File: src/rtl/pspmt_pkg.sv
// shared types and constants of the pspmt event classifier
package pspmt_pkg;

    // default parameter values
    localparam int DEF_ENERGY_BITS   = 16;
    localparam int DEF_TIME_BITS     = 48;
    localparam int DEF_POS_FRAC_BITS = 15;

    // fixed field widths
    localparam int CFG_IDX_BITS  = 3;
    localparam int CFG_DATA_BITS = 16;
    localparam int Z_BITS        = 12;
    localparam int PIX_BITS      = 7;
    localparam int PIX_QBITS     = 6;

    // register indexes
    typedef enum logic [CFG_IDX_BITS-1:0] {
        CFG_DYN_LOW_TH  = 3'd0,
        CFG_DYN_HIGH_MIN = 3'd1,
        CFG_DYN_HIGH_MAX = 3'd2,
        CFG_VETO_TH     = 3'd3,
        CFG_ANODE_TH    = 3'd4,
        CFG_ION_Z_TH    = 3'd5,
        CFG_IMPL_Z_TH   = 3'd6
    } cfg_index_t;

    // hit kinds
    typedef enum logic [2:0] {
        HIT_ANODE_HIGH = 3'd0,
        HIT_ANODE_LOW  = 3'd1,
        HIT_DYN_LOW    = 3'd2,
        HIT_DYN_HIGH   = 3'd3,
        HIT_VETO       = 3'd4
    } hit_kind_t;

    // event classes
    typedef enum logic [1:0] {
        EVT_NONE    = 2'd0,
        EVT_IMPLANT = 2'd1,
        EVT_DECAY   = 2'd2,
        EVT_VETO    = 2'd3
    } event_kind_t;

    // request to the divider
    typedef struct packed {
        logic start;
        logic pixel_mode;
    } div_req_t;

endpackage

File: src/rtl/pspmt_event_classify_position.sv
// pspmt event classifier with anger-logic position, top level
//
// Usage: detector hits and end-of-event requests enter on the s_ channel.
// A hit (tuser command bit low) is stored and gives no result; a later hit
// of the same kind (and anode tag) replaces an earlier one. An end-of-event
// request classifies the event as none, implant, decay or veto and gives
// exactly one result on the m_ channel, then clears the hit store.
// Order of an end of event: without a position the state goes to ST_FIN,
// which loads the output register, and the next request is taken once it
// is back in ST_IDLE. With a position, 2 ratio divisions and 2 pixel steps
// (multiply-accumulate, then divide) come before the final load for a
// decay; an implant also runs a low-gain correction before each ratio
// division. A single multiply-accumulate unit and one bit-per-cycle
// divider do these steps; hits go at one per cycle while s_tready is high.
// s_tready is low while an end of event is worked on. A finished result
// sits in the output register; hits are still taken while it waits, and
// the next end of event holds in its last step until m_tready takes it.
// Reset (synchronous, aresetn low) loads the register defaults, clears the
// hit store and drops m_tvalid. cfg_we writes register cfg_index.
module pspmt_event_classify_position
    import pspmt_pkg::*;
#(
    parameter int ENERGY_BITS   = DEF_ENERGY_BITS,
    parameter int TIME_BITS     = DEF_TIME_BITS,
    parameter int POS_FRAC_BITS = DEF_POS_FRAC_BITS,
    localparam int IN_BITS  = 2 + ENERGY_BITS + TIME_BITS + 1 + Z_BITS,
    localparam int IN_W     = ((IN_BITS + 7) / 8) * 8,
    localparam int OUT_BITS = 3 + 2 * (POS_FRAC_BITS + 1) + 2 * PIX_BITS + TIME_BITS,
    localparam int OUT_W    = ((OUT_BITS + 7) / 8) * 8
) (
    input  logic                     aclk,
    input  logic                     aresetn,
    input  logic                     s_tvalid,
    output logic                     s_tready,
    // anode_tag, energy, hit_time, ident_present, nuclear_charge
    input  logic [IN_W-1:0]          s_tdata,
    // command, hit_kind
    input  logic [3:0]               s_tuser,
    output logic                     m_tvalid,
    input  logic                     m_tready,
    // implant_with_position, decay_with_position, position_valid, pos_x,
    // pos_y, pixel_x, pixel_y, event_time
    output logic [OUT_W-1:0]         m_tdata,
    // event_kind
    output logic [1:0]               m_tuser,
    input  logic                     cfg_we,
    input  logic [CFG_IDX_BITS-1:0]  cfg_index,
    input  logic [CFG_DATA_BITS-1:0] cfg_data
);

    localparam int EB   = ENERGY_BITS;
    localparam int TB   = TIME_BITS;
    localparam int F    = POS_FRAC_BITS;
    localparam int DIVW = (2 * EB + 16 > F + 14) ? 2 * EB + 16 : F + 14;
    localparam int ACCW = DIVW + 1;
    localparam int BW   = (EB + 1 > 14) ? EB + 1 : 14;
    localparam int CW   = (EB > CFG_DATA_BITS) ? EB : CFG_DATA_BITS;

    typedef enum logic [4:0] {
        ST_IDLE  = 5'b00001,
        ST_MAC   = 5'b00010,
        ST_DGO   = 5'b00100,
        ST_DWAIT = 5'b01000,
        ST_FIN   = 5'b10000
    } state_t;

    // input fields
    logic [1:0]        in_tag;
    logic [EB-1:0]     in_energy;
    logic [TB-1:0]     in_time;
    logic              in_ident;
    logic [Z_BITS-1:0] in_z;
    logic              in_cmd;
    logic [2:0]        in_kind;

    assign in_tag    = s_tdata[1:0];
    assign in_energy = s_tdata[2 +: EB];
    assign in_time   = s_tdata[2 + EB +: TB];
    assign in_ident  = s_tdata[2 + EB + TB];
    assign in_z      = s_tdata[3 + EB + TB +: Z_BITS];
    assign in_cmd    = s_tuser[0];
    assign in_kind   = s_tuser[3:1];

    // configuration registers
    logic [CFG_DATA_BITS-1:0] dyn_low_th_reg, dyn_high_min_reg, dyn_high_max_reg;
    logic [CFG_DATA_BITS-1:0] veto_th_reg, anode_th_reg;
    logic [Z_BITS-1:0]        ion_z_th_reg, impl_z_th_reg;

    always_ff @(posedge aclk) begin
        if (!aresetn) begin
            dyn_low_th_reg   <= CFG_DATA_BITS'(5);
            dyn_high_min_reg <= CFG_DATA_BITS'(1);
            dyn_high_max_reg <= CFG_DATA_BITS'(16000);
            veto_th_reg      <= CFG_DATA_BITS'(350);
            anode_th_reg     <= CFG_DATA_BITS'(1);
            ion_z_th_reg     <= Z_BITS'(1);
            impl_z_th_reg    <= Z_BITS'(400);
        end else if (cfg_we) begin
            case (cfg_index)
                CFG_DYN_LOW_TH:   dyn_low_th_reg   <= cfg_data;
                CFG_DYN_HIGH_MIN: dyn_high_min_reg <= cfg_data;
                CFG_DYN_HIGH_MAX: dyn_high_max_reg <= cfg_data;
                CFG_VETO_TH:      veto_th_reg      <= cfg_data;
                CFG_ANODE_TH:     anode_th_reg     <= cfg_data;
                CFG_ION_Z_TH:     ion_z_th_reg     <= cfg_data[Z_BITS-1:0];
                CFG_IMPL_Z_TH:    impl_z_th_reg    <= cfg_data[Z_BITS-1:0];
                default: ;
            endcase
        end
    end

    // control and datapath registers
    state_t            state_reg, state_next;
    logic              axis_reg, axis_next;
    logic              pix_reg, pix_next;
    logic [3:0]        ustep_reg, ustep_next;
    logic [EB-1:0]     low_amp_reg [4];
    logic [EB-1:0]     high_amp_reg [4];
    logic              low_seen_reg, high_seen_reg, veto_seen_reg;
    logic [TB-1:0]     low_time_reg, high_time_reg;
    logic [1:0]        kind_reg, kind_next;
    logic              impl_reg, impl_next;
    logic              dec_reg, dec_next;
    logic              posv_reg, posv_next;
    logic              low_mode_reg, low_mode_next;
    logic [TB-1:0]     etime_reg, etime_next;
    logic signed [ACCW-1:0] acc_reg, acc_next;
    logic [2*EB-1:0]   sq0_reg, sq0_next, sq1_reg, sq1_next;
    logic signed [ACCW-1:0] n_reg, n_next, d_reg, d_next;
    logic signed [ACCW-1:0] num_reg, num_next;
    logic [DIVW-1:0]   den_reg, den_next;
    logic signed [F:0] pos_reg [2];
    logic signed [F:0] pos_next [2];
    logic [PIX_BITS-1:0] pxl_reg [2];
    logic [PIX_BITS-1:0] pxl_next [2];
    logic              mv_reg, mv_next;
    logic [OUT_W-1:0]  mdata_reg, mdata_next;
    logic [1:0]        muser_reg, muser_next;

    div_req_t          div_req;
    logic              div_done;
    logic signed [F:0] div_quot;

    logic s_acc, hit_acc, eoe_acc, store_clr;

    assign s_tready  = (state_reg == ST_IDLE);
    assign s_acc     = s_tvalid && s_tready;
    assign hit_acc   = s_acc && !in_cmd;
    assign eoe_acc   = s_acc && in_cmd;

    // hit store
    always_ff @(posedge aclk) begin
        if (!aresetn || store_clr) begin
            for (int i = 0; i < 4; i++) begin
                low_amp_reg[i]  <= '0;
                high_amp_reg[i] <= '0;
            end
            low_seen_reg  <= 1'b0;
            high_seen_reg <= 1'b0;
            veto_seen_reg <= 1'b0;
            low_time_reg  <= '0;
            high_time_reg <= '0;
        end else if (hit_acc) begin
            case (in_kind)
                HIT_ANODE_HIGH: high_amp_reg[in_tag] <= in_energy;
                HIT_ANODE_LOW:  low_amp_reg[in_tag]  <= in_energy;
                HIT_DYN_LOW: begin
                    if (CW'(in_energy) > CW'(dyn_low_th_reg)) begin
                        low_seen_reg <= 1'b1;
                        low_time_reg <= in_time;
                    end
                end
                HIT_DYN_HIGH: begin
                    if (CW'(in_energy) > CW'(dyn_high_min_reg) &&
                        CW'(in_energy) < CW'(dyn_high_max_reg)) begin
                        high_seen_reg <= 1'b1;
                        high_time_reg <= in_time;
                    end
                end
                HIT_VETO: begin
                    if (CW'(in_energy) > CW'(veto_th_reg)) begin
                        veto_seen_reg <= 1'b1;
                    end
                end
                default: ;
            endcase
        end
    end

    // shared multiply-accumulate unit and sequencer
    always_comb begin
        logic              ion, implant, decay, low_ok, high_ok;
        logic [EB-1:0]     ea, eb;
        logic signed [ACCW-1:0] ea_x, eb_x, sq0_x, sq1_x, op_a;
        logic signed [BW-1:0]   op_b, k1, k2, cn, cd;
        logic signed [ACCW+BW-1:0] prod;
        logic              clr;

        state_next    = state_reg;
        axis_next     = axis_reg;
        pix_next      = pix_reg;
        ustep_next    = ustep_reg;
        kind_next     = kind_reg;
        impl_next     = impl_reg;
        dec_next      = dec_reg;
        posv_next     = posv_reg;
        low_mode_next = low_mode_reg;
        etime_next    = etime_reg;
        acc_next      = acc_reg;
        sq0_next      = sq0_reg;
        sq1_next      = sq1_reg;
        n_next        = n_reg;
        d_next        = d_reg;
        num_next      = num_reg;
        den_next      = den_reg;
        pos_next      = pos_reg;
        pxl_next      = pxl_reg;
        mv_next       = mv_reg && !m_tready;
        mdata_next    = mdata_reg;
        muser_next    = muser_reg;
        store_clr     = 1'b0;
        div_req       = '{start: 1'b0, pixel_mode: pix_reg};

        // classification of the stored event
        ion     = in_ident && (in_z > ion_z_th_reg);
        implant = ion && low_seen_reg && !veto_seen_reg && (in_z > impl_z_th_reg);
        decay   = high_seen_reg && !ion && !veto_seen_reg;
        low_ok  = 1'b1;
        high_ok = 1'b1;
        for (int i = 0; i < 4; i++) begin
            low_ok  = low_ok  && (CW'(low_amp_reg[i])  > CW'(anode_th_reg));
            high_ok = high_ok && (CW'(high_amp_reg[i]) > CW'(anode_th_reg));
        end

        // operand selection for the current axis
        ea    = axis_reg ? low_amp_reg[2] : low_amp_reg[0];
        eb    = axis_reg ? low_amp_reg[3] : low_amp_reg[1];
        ea_x  = {{(ACCW-EB){1'b0}}, ea};
        eb_x  = {{(ACCW-EB){1'b0}}, eb};
        sq0_x = {{(ACCW-2*EB){1'b0}}, sq0_reg};
        sq1_x = {{(ACCW-2*EB){1'b0}}, sq1_reg};
        k1    = axis_reg ? BW'(5000) : BW'(2000);
        k2    = axis_reg ? BW'(3)    : BW'(1);
        cn    = axis_reg ? BW'(850)  : BW'(870);
        cd    = axis_reg ? BW'(-7)   : BW'(14);

        clr  = 1'b1;
        op_a = ea_x;
        op_b = {{(BW-EB){1'b0}}, ea};
        case (ustep_reg)
            4'd0: begin op_a = ea_x; op_b = {{(BW-EB){1'b0}}, ea}; end
            4'd1: begin op_a = eb_x; op_b = {{(BW-EB){1'b0}}, eb}; end
            4'd2: begin op_a = ea_x - eb_x; op_b = k1; end
            4'd3: begin op_a = sq0_x - sq1_x; op_b = k2; clr = 1'b0; end
            4'd4: begin op_a = ea_x + eb_x; op_b = k1; end
            4'd5: begin op_a = sq0_x + sq1_x; op_b = k2; clr = 1'b0; end
            4'd6: begin op_a = n_reg; op_b = cn; end
            4'd7: begin op_a = d_reg; op_b = cd; clr = 1'b0; end
            4'd8: begin op_a = d_reg; op_b = BW'(1000); end
            4'd9: begin
                op_a = {{(ACCW-F-1){pos_reg[axis_reg][F]}}, pos_reg[axis_reg]};
                op_b = BW'(3996);
            end
            4'd10: begin op_a = ACCW'(1200) <<< F; op_b = BW'(1); clr = 1'b0; end
            default: ;
        endcase
        prod = op_a * op_b;

        case (state_reg)
            ST_IDLE: begin
                if (eoe_acc) begin
                    kind_next     = veto_seen_reg ? EVT_VETO :
                                    decay         ? EVT_DECAY :
                                    implant       ? EVT_IMPLANT : EVT_NONE;
                    etime_next    = veto_seen_reg ? '0 :
                                    decay         ? high_time_reg :
                                    implant       ? low_time_reg : '0;
                    impl_next     = implant && low_ok;
                    dec_next      = decay && !(implant && low_ok) && high_ok;
                    posv_next     = (implant && low_ok) || (decay && high_ok);
                    low_mode_next = implant && low_ok;
                    axis_next     = 1'b0;
                    pix_next      = 1'b0;
                    ustep_next    = 4'd0;
                    if (implant && low_ok) begin
                        state_next = ST_MAC;
                    end else if (decay && high_ok) begin
                        num_next   = $signed({1'b0, high_amp_reg[0] - DIVW'(0)}) -
                                     $signed({1'b0, {{(DIVW-EB){1'b0}}, high_amp_reg[1]}});
                        den_next   = {{(DIVW-EB){1'b0}}, high_amp_reg[0]} +
                                     {{(DIVW-EB){1'b0}}, high_amp_reg[1]};
                        state_next = ST_DGO;
                    end else begin
                        state_next = ST_FIN;
                    end
                end
            end
            ST_MAC: begin
                acc_next   = (clr ? ACCW'(0) : acc_reg) + prod[ACCW-1:0];
                ustep_next = ustep_reg + 4'd1;
                case (ustep_reg)
                    4'd0: sq0_next = acc_next[2*EB-1:0];
                    4'd1: sq1_next = acc_next[2*EB-1:0];
                    4'd3: n_next   = acc_next;
                    4'd5: d_next   = acc_next;
                    4'd7: num_next = acc_next;
                    4'd8: begin
                        den_next   = acc_next[DIVW-1:0];
                        state_next = ST_DGO;
                    end
                    4'd10: begin
                        num_next   = acc_next;
                        den_next   = DIVW'(100) << (F + PIX_QBITS);
                        state_next = ST_DGO;
                    end
                    default: ;
                endcase
            end
            ST_DGO: begin
                div_req.start = 1'b1;
                state_next    = ST_DWAIT;
            end
            ST_DWAIT: begin
                if (div_done) begin
                    if (!pix_reg) begin
                        pos_next[axis_reg] = div_quot;
                        if (!axis_reg) begin
                            axis_next = 1'b1;
                            if (low_mode_reg) begin
                                ustep_next = 4'd0;
                                state_next = ST_MAC;
                            end else begin
                                num_next   = $signed({1'b0, {{(DIVW-EB){1'b0}}, high_amp_reg[2]}}) -
                                             $signed({1'b0, {{(DIVW-EB){1'b0}}, high_amp_reg[3]}});
                                den_next   = {{(DIVW-EB){1'b0}}, high_amp_reg[2]} +
                                             {{(DIVW-EB){1'b0}}, high_amp_reg[3]};
                                state_next = ST_DGO;
                            end
                        end else begin
                            axis_next  = 1'b0;
                            pix_next   = 1'b1;
                            ustep_next = 4'd9;
                            state_next = ST_MAC;
                        end
                    end else begin
                        pxl_next[axis_reg] = div_quot[PIX_BITS-1:0];
                        if (!axis_reg) begin
                            axis_next  = 1'b1;
                            ustep_next = 4'd9;
                            state_next = ST_MAC;
                        end else begin
                            state_next = ST_FIN;
                        end
                    end
                end
            end
            ST_FIN: begin
                if (!mv_reg || m_tready) begin
                    mv_next    = 1'b1;
                    muser_next = kind_reg;
                    mdata_next = OUT_W'({
                        etime_reg,
                        posv_reg ? pxl_reg[1] : PIX_BITS'(0),
                        posv_reg ? pxl_reg[0] : PIX_BITS'(0),
                        posv_reg ? pos_reg[1] : (F+1)'(0),
                        posv_reg ? pos_reg[0] : (F+1)'(0),
                        posv_reg, dec_reg, impl_reg});
                    store_clr  = 1'b1;
                    state_next = ST_IDLE;
                end
            end
            default: state_next = ST_IDLE;
        endcase
    end

    always_ff @(posedge aclk) begin
        if (!aresetn) begin
            state_reg <= ST_IDLE;
            mv_reg    <= 1'b0;
        end else begin
            state_reg <= state_next;
            mv_reg    <= mv_next;
        end
        axis_reg     <= axis_next;
        pix_reg      <= pix_next;
        ustep_reg    <= ustep_next;
        kind_reg     <= kind_next;
        impl_reg     <= impl_next;
        dec_reg      <= dec_next;
        posv_reg     <= posv_next;
        low_mode_reg <= low_mode_next;
        etime_reg    <= etime_next;
        acc_reg      <= acc_next;
        sq0_reg      <= sq0_next;
        sq1_reg      <= sq1_next;
        n_reg        <= n_next;
        d_reg        <= d_next;
        num_reg      <= num_next;
        den_reg      <= den_next;
        pos_reg      <= pos_next;
        pxl_reg      <= pxl_next;
        mdata_reg    <= mdata_next;
        muser_reg    <= muser_next;
    end

    // divider
    pspmt_div #(
        .POS_FRAC_BITS (F),
        .DIVW          (DIVW)
    ) u_div (
        .aclk    (aclk),
        .aresetn (aresetn),
        .req     (div_req),
        .num     (num_reg),
        .den     (den_reg),
        .done    (div_done),
        .quot    (div_quot)
    );

    assign m_tvalid = mv_reg;
    assign m_tdata  = mdata_reg;
    assign m_tuser  = muser_reg;

endmodule

File: src/rtl/pspmt_div.sv
// iterative restoring divider for position ratio and pixel scaling
module pspmt_div
    import pspmt_pkg::*;
#(
    parameter int POS_FRAC_BITS = DEF_POS_FRAC_BITS,
    parameter int DIVW          = 48
) (
    input  logic                      aclk,
    input  logic                      aresetn,
    input  div_req_t                  req,
    input  logic signed [DIVW:0]      num,
    input  logic        [DIVW-1:0]    den,
    output logic                      done,
    output logic signed [POS_FRAC_BITS:0] quot
);

    localparam int F    = POS_FRAC_BITS;
    localparam int CNTW = $clog2(F + 1);

    logic              busy_reg, busy_next;
    logic              done_reg, done_next;
    logic [CNTW-1:0]   cnt_reg, cnt_next;
    logic [DIVW:0]     rem_reg, rem_next;
    logic [DIVW-1:0]   den_reg, den_next;
    logic [F:0]        q_reg, q_next;
    logic              neg_reg, neg_next;
    logic              ovf_reg, ovf_next;
    logic              pix_reg, pix_next;

    // one quotient bit per cycle
    always_comb begin
        logic [DIVW:0] mag;
        logic [DIVW:0] r2;
        logic          last;
        busy_next = busy_reg;
        done_next = 1'b0;
        cnt_next  = cnt_reg;
        rem_next  = rem_reg;
        den_next  = den_reg;
        q_next    = q_reg;
        neg_next  = neg_reg;
        ovf_next  = ovf_reg;
        pix_next  = pix_reg;
        mag  = num[DIVW] ? (DIVW+1)'(-num) : num;
        r2   = {rem_reg[DIVW-1:0], 1'b0};
        last = pix_reg ? (cnt_reg == CNTW'(PIX_QBITS - 1)) : (cnt_reg == CNTW'(F));
        if (req.start) begin
            busy_next = 1'b1;
            cnt_next  = '0;
            rem_next  = mag;
            den_next  = den;
            q_next    = '0;
            neg_next  = num[DIVW];
            ovf_next  = (mag >= {1'b0, den});
            pix_next  = req.pixel_mode;
        end else if (busy_reg) begin
            if (r2 >= {1'b0, den_reg}) begin
                rem_next = r2 - {1'b0, den_reg};
                q_next   = {q_reg[F-1:0], 1'b1};
            end else begin
                rem_next = r2;
                q_next   = {q_reg[F-1:0], 1'b0};
            end
            cnt_next = cnt_reg + 1'b1;
            if (last) begin
                busy_next = 1'b0;
                done_next = 1'b1;
            end
        end
    end

    always_ff @(posedge aclk) begin
        if (!aresetn) begin
            busy_reg <= 1'b0;
            done_reg <= 1'b0;
        end else begin
            busy_reg <= busy_next;
            done_reg <= done_next;
        end
        cnt_reg <= cnt_next;
        rem_reg <= rem_next;
        den_reg <= den_next;
        q_reg   <= q_next;
        neg_reg <= neg_next;
        ovf_reg <= ovf_next;
        pix_reg <= pix_next;
    end

    // rounding and saturation (position mode only) and sign
    always_comb begin
        logic [F+1:0] qr;
        logic [F:0]   lim;
        logic [F:0]   val;
        qr  = ({1'b0, q_reg} + (F+2)'(1)) >> 1;
        lim = neg_reg ? ((F+1)'(1) << F) : (((F+1)'(1) << F) - (F+1)'(1));
        if (pix_reg) begin
            val = q_reg;
        end else if (ovf_reg || (qr[F:0] > lim)) begin
            val = lim;
        end else begin
            val = qr[F:0];
        end
        quot = neg_reg ? $signed(-val) : $signed(val);
    end

    assign done = done_reg;

endmodule
File: config.mk
export PLATFORM = sky130hd
export DESIGN_NAME = pspmt_event_classify_position
export DESIGN_NICKNAME = d
export VERILOG_FILES = /design/src/rtl/pspmt_pkg.sv /design/src/rtl/pspmt_event_classify_position.sv /design/src/rtl/pspmt_div.sv
export SDC_FILE = /design/constraint.sdc
export NUM_CORES = 2
export LEC_CHECK = 0
export ABC_CLOCK_PERIOD_IN_PS = 18600
export BUFFER_PORTS_ARGS = -buffer_cell sky130_fd_sc_hd__buf_4
export CAP_MARGIN = 30
export CELL_PAD_IN_SITES_DETAIL_PLACEMENT = 1
export CELL_PAD_IN_SITES_GLOBAL_PLACEMENT = 2
export CORE_MARGIN = 10
export CORE_UTILIZATION = 45
export DETAILED_ROUTE_END_ITERATION = 7
export PLACE_DENSITY_LB_ADDON = 0.1
export SYNTH_ARGS = -nofsm -noshare
export SYNTH_HDL_FRONTEND = slang
export SYNTH_HIERARCHICAL = 1
export SYNTH_SLANG_ARGS = --single-unit
File: constraint.sdc
create_clock -name aclk -period 18.6 [get_ports aclk]
set_input_delay 3.72 -clock aclk [delete_from_list [all_inputs] [get_ports aclk]]
set_output_delay 3.72 -clock aclk [all_outputs]
set_load 0.01 [all_outputs]
Word-level counts from Yosys, hierarchy flattened
Memories as Yosys holds them, arrays and structs flattened.
Index checks and enable logic that the tools add are counted.
Storage, ports and cells
  bits in registers: 842
  memory bits (writable): 128
  input bits: 108
  output and inout port bits: 108
  memories kept: 2
Operators by class
  $add $sub $neg: 15
  $mul: 1
  order comparisons: 19
  equality and inequality tests: 40
  mux-type cells: 102
  bitwise logic cells: 4
  reductions and logical operators: 72
Memories
  high_amp_reg: depth 4, bits a word 16, rd ports 4, clocked after Yosys merged registers in 0, write ports 4, line pspmt_event_classify_position.sv:118  | logic [EB-1:0] high_amp_reg [4];
  low_amp_reg: depth 4, bits a word 16, rd ports 4, clocked after Yosys merged registers in 0, write ports 4, line pspmt_event_classify_position.sv:117  | logic [EB-1:0] low_amp_reg [4];
Operator list (number)
  48-bit two-way mux: 12
  49-bit two-way mux: 10
  49-bit case mux with 9 select lines: 1
  16-bit > comparator: 12
  16-bit two-way mux: 12
  49-bit case mux with 3 select lines: 1
  48-bit case mux with 3 select lines: 1
  17-bit case mux with 8 select lines: 1
  49-bit by 48-bit greater-or-equal comparator with 1-bit output: 2
  48-bit case mux with 2 select lines: 1
  16-bit by 16-bit adder with 17-bit output: 3
  16-bit by 16-bit subtractor with 17-bit output: 3
  49-bit adder: 1
  49-bit by 17-bit multiplier with 49-bit output: 1
  49-bit negation: 1
  48-bit subtractor: 1
  5-bit two-way mux: 9
  32-bit by 32-bit adder with 33-bit output: 1
  32-bit by 32-bit subtractor with 33-bit output: 1
  32-bit bitwise mux: 1
  1-bit two-way mux: 32
  16-bit OR reduction: 2
  2-bit AND reduction: 13
  5-bit case mux with 5 select lines: 1
  other kinds (51): 130

Logic depth before layout (Yosys ltp)
  depth in word-level cells: 10
  gate-level depth with buffers: 52
  gate-level depth less buffers: 44

Cells and area by module
The synthesis kept the hierarchy.
Modules (own cells, without submodules)
  pspmt_event_classify_position: times used 1, cells each 6875, area an instance 67686.2 µm²
  pspmt_div: times used 1, cells each 1297, area an instance 10965.5 µm²

Least setup slack after synthesis
OpenSTA, ideal clock, no wires.
  path kind: reg-to-reg
  start point: register axis_reg
  end point: register num_reg[48], data pin
  setup time: 0.259 ns
  arrival time: 11.046 ns
  required time: 18.341 ns
  path slack: 7.296 ns
  cell stages (with the launch flop): 51
  path buffers: 8
  clock period less this slack: 11.304 ns
  cell sequence: edfxtp_1 -> buf_2 -> buf_4 -> buf_2 -> buf_2 -> buf_2 -> buf_2 -> buf_2 -> nand2_1 -> o21ai_0 -> ha_1 -> inv_1 -> fa_1 -> o21bai_1 -> a21oi_1 -> o21bai_1 -> a21oi_1 -> o21bai_1 -> [15 not listed] -> fa_1 -> inv_1 -> fa_1 -> inv_1 -> ha_1 -> a21oi_1 -> o21ai_1 -> a311o_1 -> o211ai_1 -> a21oi_1 -> a21o_1 -> a21o_1 -> a21oi_1 -> o31ai_1 -> a221oi_2 -> xnor3_1 -> xnor3_1 -> a21bo_1
On the way
  longest elaborated chain between the ends: 9
Ends and longest elaborated chain
  from (decl): line pspmt_event_classify_position.sv:114  | logic axis_reg, axis_next;
  from (signal assigned): line pspmt_event_classify_position.sv:384  | axis_reg <= axis_next;
  branches (longest 5 deep; another with 16-bit by 16-bit adder with 17-bit output)
  49-bit by 17-bit multiplier with 49-bit output *: line pspmt_event_classify_position.sv:267  | prod = op_a * op_b;
  49-bit adder *: line pspmt_event_classify_position.sv:299  | acc_next = (clr ? ACCW'(0) : acc_reg) + prod[ACCW-1:0];
  49-bit two-way mux *: line pspmt_event_classify_position.sv:301  | case (ustep_reg)
  49-bit case mux with 3 select lines *: line pspmt_event_classify_position.sv:269  | case (state_reg)
  net num_next[48]: line pspmt_event_classify_position.sv:130  | logic signed [ACCW-1:0] num_reg, num_next;
  to (signal assigned): line pspmt_event_classify_position.sv:398  | num_reg <= num_next;
  to (decl): line pspmt_event_classify_position.sv:130
Mark *: on every way through the listed nets, which the timed path passes. The select of a mux whose other input is x is not followed.
A chain may end at the register's enable or synchronous reset.

Worst setup path in the final report
Ends and elaborated chain as after synthesis.

==> qor.txt <==
Hold Crit Endpoint: m_tdata[95]$_DFFE_PP_
Drt initial violations: 3706
Via density: 5.656
Critical Path AT: 14.38 ns
Vias in the first global route: 66226
Crit path kind: register to register
ANT nets after route: 0
Tcrit/Tclk final: 74.51%
DRC Markers: 0
WL final: 271900 um
Clock buffer depth: 3
Dpl hpwl: 208500 um
Status: finished, final reports clean
Clock sink count: 970
TritonCTS buffer count: 113
Ys flop type: edfxtp_1
Die area: 0.1919 mm^2
Max reg flops: 97
Layout filler cell count: 19621
Final Hold Fails: 0
Fraction of layout cells with a size suffix above 1: 8.287%
Element type at the critical path end: register
Most frequent CP cell: fa_1
Fin nets: 9638
Initial antenna violation count: 8
Reg2reg end: num_reg[48]$_DFFE_PP_
Max Cap Viol: 0
Vias: 60578
Slew Viols, Final: 0
Placeable Area: 0.1738 mm^2
Max stage delay on crit path: 0.95 ns
CP max stage cell: a21oi_1
FP Rows: 153
RSZ-0062 raised after global routing: false
Die outline height: 438.1 um
Number of flops mapped to enable cells by yosys: 739
Critical path's top delay family: compound AO/OA/AOI/OAI gates
Initial core utilization: 45.25%
Routed len/inst: 25.39 um
Asr flop ratio synth: 0%
Most common cell after layout, fill and taps aside: inv_1
Final worst path period need: 13.86 ns
Internal reg-to-reg setup slack: 4.74 ns
Fmax: 72.16 MHz
Total GRT Usage: 28.01%
WHS Path Cells: 0
RePlAce Congestion: 0.9155
Setup TNS: 0 ns
Post-Syn Area: 0.07865 mm^2
Syn Inst Count: 8172
Most frequent cells in the layout: inv_1 (1202), nand2_1 (850), edfxtp_1 (739), nor2_1 (729), fa_1 (630)
Clock skew: 0.07597 ns
Gr ovfl total: 0
Syn Area/Cell: 9.625 um^2
CTS Hold Bufs: 0
Seq/Total Area, Yosys: 34.09%
Worst r2r src: axis_reg$_SDFFCE_PN0P_
Area Overhead vs Synth: 10.56%
I/O pin cnt: 216
Final-report setup violation count: 0
H-tree depth: 3
HP Start: etime_reg[46]$_SDFFCE_PP0P_
Synth warnings: 6
PortBufs: 207
Post-synthesis cell type count: 119
Post-CTS setup buffers: 0
First-pass DRT Iterations: 5
Clk slew on worst S/H paths: 0.06 ns
Path depth of the worst reg2reg path: 40
First-pass GRT wire length: 412400 um
Crit start category: register
Pin count of the biggest net entering global routing: 107
TritonCTS clock tree: built
Synth Register Bits: 970
HP Class: register to register
Worst path required time: 19.12 ns
Worst Tran Pin Value: 1.079 ns
CP Buf/Inv Count: 6
CP max FO: 54
Die W: 438.1 um
Worst-Skew Late Latency: 0.80 ns
Post-CTS sizing: 0
CTS Root Cell: clkbuf_16
Slew HR: 27.54%
## cells in the mapped netlist (31+ instances only)
cell type | n | area, um^2
o31ai_1 | 36 | 270.3
a21oi_1 | 383 | 1917
buf_2 | 39 | 195.2
a21boi_0 | 96 | 720.7
a211oi_1 | 31 | 232.7
a221o_1 | 35 | 350.3
o211ai_1 | 31 | 232.7
nor3_1 | 98 | 490.5
inv_1 | 1203 | 4516
nand2b_1 | 90 | 563.0
nor2b_1 | 69 | 431.7
dfxtp_1 | 231 | 4624
xor2_1 | 68 | 595.6
ha_1 | 625 | 7820
o21a_1 | 52 | 390.4
a22oi_1 | 78 | 585.6
o21bai_1 | 53 | 397.9
o21ai_0 | 274 | 1371
a21o_1 | 133 | 998.5
nand4_1 | 100 | 625.6
nand3_1 | 72 | 360.4
xnor2_1 | 161 | 1410
mux2i_1 | 149 | 1491
nand2_1 | 852 | 3198
a221oi_1 | 37 | 324.1
edfxtp_1 | 739 | 22190
and2_1 | 263 | 1645
clkbuf_1 | 279 | 1047
fa_1 | 630 | 12610
nor2_1 | 737 | 2766
## worst max-delay path by stage
| stage | slack [ns] | cells past startpoint | endpoint | startpoint |
|---|---|---|---|---|
| floorplan | 7.30 | 50 | num_reg[48]$_DFFE_PP_ | axis_reg$_SDFFCE_PN0P_ |
| global placement | 5.05 | 44 | acc_reg[46]$_DFFE_PP_ | axis_reg$_SDFFCE_PN0P_ |
| detailed placement | 4.90 | 44 | num_reg[48]$_DFFE_PP_ | axis_reg$_SDFFCE_PN0P_ |
| CTS | 4.83 | 44 | num_reg[48]$_DFFE_PP_ | axis_reg$_SDFFCE_PN0P_ |
| global route | 4.25 | 42 | num_reg[48]$_DFFE_PP_ | axis_reg$_SDFFCE_PN0P_ |
| finish | 4.74 | 40 | num_reg[48]$_DFFE_PP_ | axis_reg$_SDFFCE_PN0P_ |
## layout make-up
type / instances / area [um^2] / area share (%)
Antenna cell: 11 / 27.53 / 0.03166
Clock buffer: 143 / 3003 / 3.453
Clock inverter: 72 / 897.1 / 1.032
Inverter: 1210 / 4546 / 5.227
Multi-Input combinational cell: 5636 / 46080 / 52.99
Sequential cell: 970 / 26820 / 30.84
Tap cell: 2325 / 2909 / 3.345
Timing Repair Buffer: 344 / 2679 / 3.081
## routing by layer
metal | track usage, % | share of wire, %
met5 | 0 | 0.011
met4 | 13.62 | 5.5
met3 | 4.005 | 4.9
met2 | 47.86 | 48
met1 | 34.71 | 41
## per-stage QoR
step           hold WS (ns)  utilization [%]  area [um^2]  setup slack, ns  std cells
2_1_floorplan        0.4003                -        78670            7.296       8178
3_3_place_gp         0.4017            47.64        82810            5.049      10469
3_5_place_dp         0.4059            47.73        82960            4.896      10481
4_1_cts              0.4181            49.97        86860            4.831      10696
5_1_grt              0.4267            50.02        86950            4.254      10709
6_report             0.4159            50.03        86960            4.742      10711
## worst reg2reg max path: cells and delay by family, from the launching register on
family	cells	cell delay, ns
compound gates	19	5.32
fa+ha+maj	9	4.16
buf+inv	6	1.24
simple gates	4	1.05
flops	1	0.94
xor+xnor	2	0.85
## cells by family (layout without fill, tap and decap cells)
logic type	Yosys count	in the layout	share of synthesized area, %
buf+inv	1572	1769	7.672
other cells	1	18	0.004768
compound gates	1503	1503	12.82
fa+ha+maj	1255	1255	25.98
mux	177	177	2.297
xor+xnor	232	232	2.628
flops	970	970	34.09
simple gates	2462	2462	14.51
Power is not shown: default switching activity piles up to over one toggle a cycle in this logic, so the estimate is an artifact.
